<file path="src/rtl/core/prrts_pkg.sv">
`default_nettype none
// ----------------------------------------------------------------------------
// prrts_pkg
// Shared types, codes and default sizes of the priority round-robin scheduler.
// ----------------------------------------------------------------------------
package prrts_pkg;

   localparam int DEF_NUM_TASKS      = 16;
   localparam int DEF_NUM_PRIORITIES = 8;

   localparam logic [1:0] KIND_CREATE   = 2'd0;
   localparam logic [1:0] KIND_DELAY    = 2'd1;
   localparam logic [1:0] KIND_TICK     = 2'd2;
   localparam logic [1:0] KIND_SCHEDULE = 2'd3;

   localparam logic [1:0] STATUS_OK       = 2'd0;
   localparam logic [1:0] STATUS_FULL     = 2'd1;
   localparam logic [1:0] STATUS_NO_RUN   = 2'd2;
   localparam logic [1:0] STATUS_NO_READY = 2'd3;

   typedef struct packed {
      logic [1:0]  kind;
      logic [2:0]  task_priority;
      logic        yield_flag;
      logic [31:0] delay_ticks;
   } req_type;

   typedef struct packed {
      logic [3:0] task_id;
      logic       task_valid;
      logic [1:0] status;
      logic [4:0] woken_count;
   } rsp_type;

endpackage
`default_nettype wire

</file>
<file path="src/rtl/core/prrts_ram.sv">
`default_nettype none
// ----------------------------------------------------------------------------
// prrts_ram
// Simple dual-port RAM, one write and one registered read port.
// ----------------------------------------------------------------------------
module prrts_ram #(
   parameter int WIDTH = 8,
   parameter int DEPTH = 16
) (
   input  wire logic                                   clock,
   input  wire logic                                   wr_en,
   input  wire logic [(DEPTH > 1 ? $clog2(DEPTH) : 1)-1:0] wr_addr,
   input  wire logic [WIDTH-1:0]                       wr_data,
   input  wire logic [(DEPTH > 1 ? $clog2(DEPTH) : 1)-1:0] rd_addr,
   output logic      [WIDTH-1:0]                       rd_data
);

   logic [WIDTH-1:0] mem_ff [DEPTH];

   always_ff @(posedge clock) begin
      if (wr_en) begin
         mem_ff[wr_addr] <= wr_data;
      end
      rd_data <= mem_ff[rd_addr];
   end

endmodule
`default_nettype wire

</file>
<file path="src/rtl/core/priority_round_robin_task_scheduler.sv">
`default_nettype none
// ----------------------------------------------------------------------------
// priority_round_robin_task_scheduler
// Hardware task scheduler: per-priority FIFO ready queues and one delay queue,
// linked lists kept in RAM, walked by a sequencer.
// ----------------------------------------------------------------------------
// Create appends the new task to the tail of its priority queue; delay moves
// the running task from its ready queue to the tail of the delay queue; tick
// counts down every delayed task and moves each one that reaches zero to its
// ready queue; schedule takes the highest non-empty queue and rotates it when
// the running task heads it. Next command accepted at the result edge: busy covers all.
// Reset clears queue pointers, running task and task count; task RAMs unset.
// ----------------------------------------------------------------------------
module priority_round_robin_task_scheduler #(
   parameter int NUM_TASKS      = prrts_pkg::DEF_NUM_TASKS,
   parameter int NUM_PRIORITIES = prrts_pkg::DEF_NUM_PRIORITIES
) (
   input  wire logic               clock,
   input  wire logic               reset,
   input  wire logic               start,
   output logic                    busy,
   input  wire prrts_pkg::req_type req_data,
   output logic                    rsp_valid,
   output prrts_pkg::rsp_type      rsp_data
);

   localparam int TW = $clog2(NUM_TASKS + 1);
   localparam int AW = $clog2(NUM_TASKS);
   localparam int PW = NUM_PRIORITIES > 1 ? $clog2(NUM_PRIORITIES) : 1;
   localparam int DW = PW + 33;
   localparam logic [TW-1:0] NIL = TW'(NUM_TASKS);

   localparam logic [4:0] S_IDLE    = 5'd0;
   localparam logic [4:0] S_CR      = 5'd1;
   localparam logic [4:0] S_CR2     = 5'd2;
   localparam logic [4:0] S_DL_RD   = 5'd3;
   localparam logic [4:0] S_DL_WR   = 5'd4;
   localparam logic [4:0] S_DL_HD   = 5'd5;
   localparam logic [4:0] S_DL_WALK = 5'd6;
   localparam logic [4:0] S_DL_CHK  = 5'd7;
   localparam logic [4:0] S_DL_AP   = 5'd8;
   localparam logic [4:0] S_DL_AP2  = 5'd9;
   localparam logic [4:0] S_TK_RD   = 5'd10;
   localparam logic [4:0] S_TK_EV   = 5'd11;
   localparam logic [4:0] S_TK_AP   = 5'd12;
   localparam logic [4:0] S_TK_AP2  = 5'd13;
   localparam logic [4:0] S_SC      = 5'd14;
   localparam logic [4:0] S_SC2     = 5'd15;
   localparam logic [4:0] S_RRD     = 5'd16;
   localparam logic [4:0] S_RW1     = 5'd17;
   localparam logic [4:0] S_RW2     = 5'd18;

   logic [4:0]         state_ff, state_in;
   prrts_pkg::req_type req_ff, req_in;
   logic [PW-1:0]      qsel_ff, qsel_in;
   logic [TW-1:0]      running_ff, running_in;
   logic [TW-1:0]      made_ff, made_in;
   logic [TW-1:0]      cur_ff, cur_in;
   logic [TW-1:0]      prev_ff, prev_in;
   logic [TW-1:0]      nx_ff, nx_in;
   logic [TW-1:0]      h_ff, h_in;
   logic [TW-1:0]      dhead_ff, dhead_in;
   logic [TW-1:0]      dtail_ff, dtail_in;
   logic [TW-1:0]      woken_ff, woken_in;
   logic               first_ff, first_in;
   logic               last_ff, last_in;
   prrts_pkg::rsp_type rsp_ff, rsp_in;
   logic               rsp_valid_ff, rsp_valid_in;

   logic [TW-1:0] head_ff [NUM_PRIORITIES];
   logic [TW-1:0] tail_ff [NUM_PRIORITIES];
   logic          head_we, tail_we;
   logic [TW-1:0] head_in, tail_in;
   logic [TW-1:0] h_cur, t_cur;

   logic          d_we;
   logic [AW-1:0] d_waddr, d_raddr;
   logic [DW-1:0] d_wdata, d_rdata;
   logic          l_we;
   logic [AW-1:0] l_waddr, l_raddr;
   logic [TW-1:0] l_wdata, l_rdata;

   logic          enc_found;
   logic [PW-1:0] enc_sel;
   logic [PW-1:0] sat_prio;
   logic [31:0]   new_delay;

   prrts_ram #(.WIDTH(DW), .DEPTH(NUM_TASKS)) u_data_ram (
      .clock   (clock),
      .wr_en   (d_we),
      .wr_addr (d_waddr),
      .wr_data (d_wdata),
      .rd_addr (d_raddr),
      .rd_data (d_rdata)
   );

   prrts_ram #(.WIDTH(TW), .DEPTH(NUM_TASKS)) u_link_ram (
      .clock   (clock),
      .wr_en   (l_we),
      .wr_addr (l_waddr),
      .wr_data (l_wdata),
      .rd_addr (l_raddr),
      .rd_data (l_rdata)
   );

   function automatic prrts_pkg::rsp_type mk_rsp(input logic [TW-1:0] id, input logic v,
                                                 input logic [1:0] st,
                                                 input logic [TW-1:0] w);
      prrts_pkg::rsp_type r;
      r.task_id     = 4'(id);
      r.task_valid  = v;
      r.status      = st;
      r.woken_count = 5'(w);
      return r;
   endfunction

   assign h_cur     = head_ff[qsel_ff];
   assign t_cur     = tail_ff[qsel_ff];
   assign new_delay = (d_rdata[31:0] != 32'd0) ? d_rdata[31:0] - 32'd1 : 32'd0;

   always_comb begin
      enc_found = 1'b0;
      enc_sel   = '0;
      for (int q = 0; q < NUM_PRIORITIES; q++) begin
         if (head_ff[q] != NIL) begin
            enc_found = 1'b1;
            enc_sel   = PW'(q);
         end
      end
   end

   always_comb begin
      if (int'(req_data.task_priority) >= NUM_PRIORITIES) begin
         sat_prio = PW'(NUM_PRIORITIES - 1);
      end else begin
         sat_prio = PW'(req_data.task_priority);
      end
   end

   always_comb begin
      state_in     = state_ff;
      req_in       = req_ff;
      qsel_in      = qsel_ff;
      running_in   = running_ff;
      made_in      = made_ff;
      cur_in       = cur_ff;
      prev_in      = prev_ff;
      nx_in        = nx_ff;
      h_in         = h_ff;
      dhead_in     = dhead_ff;
      dtail_in     = dtail_ff;
      woken_in     = woken_ff;
      first_in     = first_ff;
      last_in      = last_ff;
      rsp_in       = rsp_ff;
      rsp_valid_in = 1'b0;
      head_we      = 1'b0;
      head_in      = NIL;
      tail_we      = 1'b0;
      tail_in      = NIL;
      d_we         = 1'b0;
      d_waddr      = '0;
      d_wdata      = '0;
      d_raddr      = '0;
      l_we         = 1'b0;
      l_waddr      = '0;
      l_wdata      = NIL;
      l_raddr      = '0;
      case (state_ff)
         S_IDLE: begin
            if (start) begin
               req_in   = req_data;
               qsel_in  = sat_prio;
               woken_in = '0;
               case (req_data.kind)
                  prrts_pkg::KIND_CREATE: state_in = S_CR;
                  prrts_pkg::KIND_DELAY:  state_in = S_DL_RD;
                  prrts_pkg::KIND_TICK: begin
                     cur_in   = dhead_ff;
                     prev_in  = NIL;
                     state_in = S_TK_RD;
                  end
                  default: state_in = S_SC;
               endcase
            end
         end
         S_CR: begin
            if (made_ff == NIL) begin
               rsp_in       = mk_rsp('0, 1'b0, prrts_pkg::STATUS_FULL, '0);
               rsp_valid_in = 1'b1;
               state_in     = S_IDLE;
            end else begin
               d_we    = 1'b1;
               d_waddr = made_ff[AW-1:0];
               d_wdata = {qsel_ff, req_ff.yield_flag, 32'd0};
               l_we    = 1'b1;
               l_waddr = made_ff[AW-1:0];
               l_wdata = NIL;
               made_in = TW'(made_ff + 1'b1);
               cur_in  = made_ff;
               if (h_cur == NIL) begin
                  head_we      = 1'b1;
                  head_in      = made_ff;
                  tail_we      = 1'b1;
                  tail_in      = made_ff;
                  rsp_in       = mk_rsp(made_ff, 1'b1, prrts_pkg::STATUS_OK, '0);
                  rsp_valid_in = 1'b1;
                  state_in     = S_IDLE;
               end else begin
                  state_in = S_CR2;
               end
            end
         end
         S_CR2: begin
            l_we         = 1'b1;
            l_waddr      = t_cur[AW-1:0];
            l_wdata      = cur_ff;
            tail_we      = 1'b1;
            tail_in      = cur_ff;
            rsp_in       = mk_rsp(cur_ff, 1'b1, prrts_pkg::STATUS_OK, '0);
            rsp_valid_in = 1'b1;
            state_in     = S_IDLE;
         end
         S_DL_RD: begin
            if (running_ff == NIL) begin
               rsp_in       = mk_rsp('0, 1'b0, prrts_pkg::STATUS_NO_RUN, '0);
               rsp_valid_in = 1'b1;
               state_in     = S_IDLE;
            end else begin
               d_raddr  = running_ff[AW-1:0];
               state_in = S_DL_WR;
            end
         end
         S_DL_WR: begin
            d_we     = 1'b1;
            d_waddr  = running_ff[AW-1:0];
            d_wdata  = {d_rdata[DW-1:32], req_ff.delay_ticks};
            qsel_in  = d_rdata[DW-1:33];
            state_in = S_DL_HD;
         end
         S_DL_HD: begin
            cur_in   = h_cur;
            prev_in  = NIL;
            state_in = S_DL_WALK;
         end
         S_DL_WALK: begin
            if (cur_ff == NIL) begin
               rsp_in       = mk_rsp(running_ff, 1'b1, prrts_pkg::STATUS_OK, '0);
               rsp_valid_in = 1'b1;
               state_in     = S_IDLE;
            end else begin
               l_raddr  = cur_ff[AW-1:0];
               state_in = S_DL_CHK;
            end
         end
         S_DL_CHK: begin
            if (cur_ff == running_ff) begin
               if (prev_ff != NIL) begin
                  l_we    = 1'b1;
                  l_waddr = prev_ff[AW-1:0];
                  l_wdata = l_rdata;
               end else begin
                  head_we = 1'b1;
                  head_in = l_rdata;
               end
               if (t_cur == cur_ff) begin
                  tail_we = 1'b1;
                  tail_in = prev_ff;
               end
               state_in = S_DL_AP;
            end else begin
               prev_in  = cur_ff;
               cur_in   = l_rdata;
               state_in = S_DL_WALK;
            end
         end
         S_DL_AP: begin
            l_we    = 1'b1;
            l_waddr = running_ff[AW-1:0];
            l_wdata = NIL;
            if (dhead_ff == NIL) begin
               dhead_in     = running_ff;
               dtail_in     = running_ff;
               rsp_in       = mk_rsp(running_ff, 1'b1, prrts_pkg::STATUS_OK, '0);
               rsp_valid_in = 1'b1;
               state_in     = S_IDLE;
            end else begin
               state_in = S_DL_AP2;
            end
         end
         S_DL_AP2: begin
            l_we         = 1'b1;
            l_waddr      = dtail_ff[AW-1:0];
            l_wdata      = running_ff;
            dtail_in     = running_ff;
            rsp_in       = mk_rsp(running_ff, 1'b1, prrts_pkg::STATUS_OK, '0);
            rsp_valid_in = 1'b1;
            state_in     = S_IDLE;
         end
         S_TK_RD: begin
            if (cur_ff == NIL) begin
               rsp_in       = mk_rsp('0, 1'b0, prrts_pkg::STATUS_OK, woken_ff);
               rsp_valid_in = 1'b1;
               state_in     = S_IDLE;
            end else begin
               l_raddr  = cur_ff[AW-1:0];
               d_raddr  = cur_ff[AW-1:0];
               state_in = S_TK_EV;
            end
         end
         S_TK_EV: begin
            nx_in   = l_rdata;
            d_we    = 1'b1;
            d_waddr = cur_ff[AW-1:0];
            d_wdata = {d_rdata[DW-1:32], new_delay};
            if (new_delay == 32'd0) begin
               woken_in = TW'(woken_ff + 1'b1);
               if (prev_ff != NIL) begin
                  l_we    = 1'b1;
                  l_waddr = prev_ff[AW-1:0];
                  l_wdata = l_rdata;
               end else begin
                  dhead_in = l_rdata;
               end
               if (dtail_ff == cur_ff) begin
                  dtail_in = prev_ff;
               end
               qsel_in  = d_rdata[DW-1:33];
               state_in = S_TK_AP;
            end else begin
               prev_in  = cur_ff;
               cur_in   = l_rdata;
               state_in = S_TK_RD;
            end
         end
         S_TK_AP: begin
            l_we    = 1'b1;
            l_waddr = cur_ff[AW-1:0];
            l_wdata = NIL;
            if (h_cur == NIL) begin
               head_we  = 1'b1;
               head_in  = cur_ff;
               tail_we  = 1'b1;
               tail_in  = cur_ff;
               cur_in   = nx_ff;
               state_in = S_TK_RD;
            end else begin
               state_in = S_TK_AP2;
            end
         end
         S_TK_AP2: begin
            l_we     = 1'b1;
            l_waddr  = t_cur[AW-1:0];
            l_wdata  = cur_ff;
            tail_we  = 1'b1;
            tail_in  = cur_ff;
            cur_in   = nx_ff;
            state_in = S_TK_RD;
         end
         S_SC: begin
            if (!enc_found) begin
               rsp_in       = mk_rsp('0, 1'b0, prrts_pkg::STATUS_NO_READY, '0);
               rsp_valid_in = 1'b1;
               state_in     = S_IDLE;
            end else begin
               qsel_in  = enc_sel;
               state_in = S_SC2;
            end
         end
         S_SC2: begin
            if (running_ff != NIL && running_ff == h_cur) begin
               l_raddr  = h_cur[AW-1:0];
               first_in = 1'b1;
               last_in  = 1'b0;
               state_in = S_RW1;
            end else begin
               running_in   = h_cur;
               rsp_in       = mk_rsp(h_cur, 1'b1, prrts_pkg::STATUS_OK, '0);
               rsp_valid_in = 1'b1;
               state_in     = S_IDLE;
            end
         end
         S_RRD: begin
            l_raddr  = h_cur[AW-1:0];
            state_in = S_RW1;
         end
         S_RW1: begin
            if (first_ff && l_rdata == NIL) begin
               running_in   = h_cur;
               rsp_in       = mk_rsp(h_cur, 1'b1, prrts_pkg::STATUS_OK, '0);
               rsp_valid_in = 1'b1;
               state_in     = S_IDLE;
            end else begin
               l_we     = 1'b1;
               l_waddr  = t_cur[AW-1:0];
               l_wdata  = h_cur;
               tail_we  = 1'b1;
               tail_in  = h_cur;
               head_we  = 1'b1;
               head_in  = l_rdata;
               h_in     = h_cur;
               d_raddr  = l_rdata[AW-1:0];
               first_in = 1'b0;
               state_in = S_RW2;
            end
         end
         S_RW2: begin
            l_we    = 1'b1;
            l_waddr = h_ff[AW-1:0];
            l_wdata = NIL;
            if (last_ff || !d_rdata[32]) begin
               running_in   = h_cur;
               rsp_in       = mk_rsp(h_cur, 1'b1, prrts_pkg::STATUS_OK, '0);
               rsp_valid_in = 1'b1;
               state_in     = S_IDLE;
            end else begin
               if (h_cur == running_ff) begin
                  last_in = 1'b1;
               end
               state_in = S_RRD;
            end
         end
         default: state_in = S_IDLE;
      endcase
   end

   always_ff @(posedge clock) begin
      if (reset) begin
         state_ff     <= S_IDLE;
         running_ff   <= NIL;
         made_ff      <= '0;
         dhead_ff     <= NIL;
         dtail_ff     <= NIL;
         rsp_valid_ff <= 1'b0;
         for (int q = 0; q < NUM_PRIORITIES; q++) begin
            head_ff[q] <= NIL;
            tail_ff[q] <= NIL;
         end
      end else begin
         state_ff     <= state_in;
         running_ff   <= running_in;
         made_ff      <= made_in;
         dhead_ff     <= dhead_in;
         dtail_ff     <= dtail_in;
         rsp_valid_ff <= rsp_valid_in;
         if (head_we) begin
            head_ff[qsel_ff] <= head_in;
         end
         if (tail_we) begin
            tail_ff[qsel_ff] <= tail_in;
         end
      end
   end

   always_ff @(posedge clock) begin
      req_ff   <= req_in;
      qsel_ff  <= qsel_in;
      cur_ff   <= cur_in;
      prev_ff  <= prev_in;
      nx_ff    <= nx_in;
      h_ff     <= h_in;
      woken_ff <= woken_in;
      first_ff <= first_in;
      last_ff  <= last_in;
      rsp_ff   <= rsp_in;
   end

   assign busy      = (state_ff != S_IDLE);
   assign rsp_valid = rsp_valid_ff;
   assign rsp_data  = rsp_ff;

   a_rsp_idle: assert property (@(posedge clock) disable iff (reset)
      rsp_valid_ff |-> (state_ff == S_IDLE))
      else $error("result transfer while sequencer active");

   a_made_range: assert property (@(posedge clock) disable iff (reset)
      made_ff <= NIL)
      else $error("task count beyond table");

   a_running_created: assert property (@(posedge clock) disable iff (reset)
      (running_ff == NIL) || (running_ff < made_ff))
      else $error("running task not created");

   a_accept_busy: assert property (@(posedge clock) disable iff (reset)
      (start && !busy) |=> busy)
      else $error("accepted command did not start sequencer");

   a_rotate_nonempty: assert property (@(posedge clock) disable iff (reset)
      (state_ff == S_RW2) |-> (h_cur != NIL))
      else $error("rotation left empty queue head");

endmodule
`default_nettype wire

</file>
<file path="config.mk">
export PLATFORM = sky130hd
export DESIGN_NAME = priority_round_robin_task_scheduler
export DESIGN_NICKNAME = d
export VERILOG_FILES = /design/src/rtl/core/prrts_pkg.sv /design/src/rtl/core/prrts_ram.sv /design/src/rtl/core/priority_round_robin_task_scheduler.sv
export SDC_FILE = /design/constraint.sdc
export NUM_CORES = 1
export LEC_CHECK = 0
export BUFFER_PORTS_ARGS = -buffer_cell sky130_fd_sc_hd__buf_2
export CELL_PAD_IN_SITES_DETAIL_PLACEMENT = 2
export CELL_PAD_IN_SITES_GLOBAL_PLACEMENT = 2
export CORE_AREA = 10 10 262 315
export DETAILED_ROUTE_END_ITERATION = 10
export DIE_AREA = 0 0 272 325
export PLACE_DENSITY = 0.87
export SYNTH_ARGS = -nofsm -noshare
export SYNTH_HDL_FRONTEND = slang
export SYNTH_HIERARCHICAL = 1
export SYNTH_SLANG_ARGS = --single-unit
</file>
<file path="constraint.sdc">
create_clock -name clock -period 6.2 [get_ports clock]
set_clock_uncertainty 0.05 [all_clocks]
set_input_delay 0.31 -clock clock [delete_from_list [all_inputs] [get_ports clock]]
set_output_delay 0.31 -clock clock [all_outputs]
set_load 0.05 [all_outputs]
</file>
==> flow_summary.toml <==
[setup_path]
ff2ff_path_depth = 13
r2r_start = "u_data_ram/rd_data[0]"
critical_path.top_delay_family = "simple AND/OR/NAND/NOR gates"
regToRegSetupSlack_ns = 0.36
cp_slowest_stage_delay_ns = 0.97
cp-end-kind = "register"
worst_ep_required_time_ns = 6.44
critPathSlowestCell = "nor3_1"
critPathArrivalTime_ns = 6.08
worstSetupPathType = "register to register"
critPathBufInv = 1
worstSetupStartpointType = "register"
cp_max_fo = 9
cpMostUsedCell = "nand2_1"
crit_chain = "inv_1 > ha_1 > nor3b_2 > nand2_1 > or4_1 > nand4bb_1 > nand3_2 > a31oi_4 > o31ai_4 > nand2_1 > o2111ai_1 > nand3_1 > nor3_1"
reg2reg_to = "u_link_ram/mem_ff[12][0]"

[sta]
relSlewSlack = 0.1631
setup_slack_ns = 0.3611
fmax_ghz = 0.1713
slew_violations = 0
rsz0062_at_grt = "no"
holdWs_ns = 0.1320
tns_ns = 0
fin_crit_ns = 5.839
final_hold_viol_count = 0
finalSetupViolCount = 0
final.period_utilization = 0.9418
worstMarginPinSlew_ns = 1.252

[die]
die-height_um = 325
io_pins = 55
row_count = 111
die_width_um = 272
die-area_mm2 = 0.08840
fp.coreArea_mm2 = 0.07597
initial_utilization = 0.4776

[clock_network]
cts_tree = "yes"
ctsResizeCount = 0
cts_setup_buffers = 0
cts_buffer_depth = 3
clkLatencyLatePin_ns = 0.68
cts.sinks = 880
htreeDepth = 3
hold_buffers = 35
cts_made_buffers = 89
root_buffer = "clkbuf_16"
clk_pin_slew_worst_paths_ns = 0.07

[place]
dp_slack_ns = 0.9866
portBuffers = 54
routabilityCongestion = 0.9516
dp_hpwl_mm = 81.43

[yosys]
synthFlopType = "edfxtp_1"
ys_seq_area_frac = 0.7090
yosys-top-cells-area = "edfxtp_1 (67%), mux4_2 (11%), dfxtp_1 (3.9%)"
synth_largest_area_cell = "edfxtp_1"
synthTopCellsByCount = "edfxtp_1 (810), mux4_2 (184), nor2_1 (182)"
synth_edf_count = 810
ys_warn_count = 6
synth_area_mm2 = 0.03628
synth_cells = 2172
avgSynthCellArea_um2 = 16.70
synth_top_area_frac = 0.6704
ys_seq_elements = 880
async_flop_share = 0
synth.net_count = 2218
post-synth-top-count-cell = "edfxtp_1"
synth.distinct_cells = 83

[grt]
antenna_found_initial = 7
grt_remaining_overflow = 0
grt_pass1_wl_mm = 202.7
grt_usage = 0.3194
grt_pass1_vias = 25140
grt_max_degree = 50

[detailed_routing]
postRouteAntennaNets = 0
wl_per_cell_um = 41.46
drt-initial-drc-count = 3453
drt-total-wl_mm = 141.7
via_count = 23800
drt_first_pass_iters = 6
viasPerCell = 6.965
drc = 0

[final_layout]
drive_above_1_share = 0.2122
areaGrowthSynthToFinish_pct = 13.99
fin_util = 0.5444
num-nets-final = 2370

[power]
ir_drop_mv = 0.2676
power.leakage_nw = 13.11
p_per_area_mw_per_mm2 = 406.8
power_mw = 16.82

[worst_hold_path]
hp-start = "reset"
min_to = "running_ff[3]"
hold_class = "primary input to register"
hold_depth = 2

[status]
status = "complete, no violations"

[job]
cap_violations = 0
worst max-delay path by stage:
stage | start | to | slack, ns | depth (start not counted)
floorplan | state_ff[2] | u_data_ram/mem_ff[0][0] | 0.45 | 12
global placement | state_ff[0] | u_data_ram/mem_ff[1][5] | 1.53 | 8
detailed placement | state_ff[0] | u_data_ram/mem_ff[5][10] | 0.99 | 9
CTS | u_data_ram/rd_data[0] | u_link_ram/mem_ff[0][4] | 0.80 | 13
global route | u_data_ram/rd_data[0] | u_link_ram/mem_ff[0][3] | 0.34 | 13
finish | u_data_ram/rd_data[0] | u_link_ram/mem_ff[12][0] | 0.36 | 13
metal layers:
metal / track usage / part of all wire / up-vias
met5: 0 / 0.000085 / -
met4: 0.1529 / 0.054 / 2
met3: 0.06597 / 0.090 / 455
met2: 0.5303 / 0.50 / 1802
met1: 0.3951 / 0.36 / 12590
li1: - / - / 8949
registers in the layout (all words and copies together), names as in the netlist, 12 cells and up, named ones only:
register	cells
tail_ff	40
u_data_ram/mem_ff	576
rsp_data	12
req_ff	33
head_ff	40
u_link_ram/mem_ff	80
u_data_ram/rd_data	36
through the flow:
step,cells,cell area (um^2)
after floorplan,2172,36280
after global placement,3215,38110
after detailed placement,3215,38110
after CTS,3416,41350
after global routing,3416,41350
final,3417,41360
final cells by class:
class                      count  area (um^2)
sequential                   880        25720
fill                        6575        34610
antenna                        1        2.502
tap                         1017         1272
multi-input combinational   1158        10110
inverter                      23        86.33
clock buffer                 122         2434
clock inverter                44        449.2
timing repair buffer         172         1281
power breakdown:
group	leakage (nW)	total (mW)	internal, mW	switching [mW]
Clock	1.41	5.74	3.14	2.61
Sequential	7.94	7.79	7.16	0.632
Combinational	3.76	3.29	0.976	2.31
cell families (layout without fill, tap and decap cells):
family,Yosys count,in the layout,share of synthesized area
other,0,1,0
adder cells (fa/ha/maj),6,6,0.002000
multiplexers,211,211,0.1224
AND/OR/NAND/NOR,601,601,0.08032
flip-flops,880,880,0.7090
buffers and inverters,134,361,0.01700
XOR/XNOR,52,52,0.01297
AO/OA/AOI/OAI,288,288,0.05628
worst reg2reg max path: stages (launching register included):
cell	delay, ns
dfxtp_1	0.40
inv_1	0.15
ha_1	0.23
nor3b_2	0.63
nand2_1	0.41
or4_1	0.64
nand4bb_1	0.36
nand3_2	0.25
a31oi_4	0.21
o31ai_4	0.46
nand2_1	0.14
o2111ai_1	0.22
nand3_1	0.35
nor3_1	0.97
layout by cell type (no fill, tap or decap), types with 20 or more instances in the layout:
cell | netlist | layout
o21ai_0 | 43 | 41
mux4_2 | 184 | 184
dlygate4sd3_1 | 0 | 35
clkbuf_1 | 65 | 27
nor2_1 | 182 | 169
inv_1 | 21 | 20
nand2_1 | 171 | 169
and2_1 | 21 | 20
edfxtp_1 | 810 | 810
a21oi_1 | 55 | 55
dfxtp_1 | 70 | 70
a22oi_1 | 91 | 91
nand2b_1 | 23 | 23
clkbuf_16 | 0 | 91
xnor2_1 | 27 | 27
xor2_1 | 23 | 23
nor3_1 | 41 | 36
buf_4 | 1 | 80
buf_2 | 28 | 54
nand3_1 | 54 | 54
a22o_1 | 20 | 20
No activity file was read; power rests on OpenSTA's default activity.
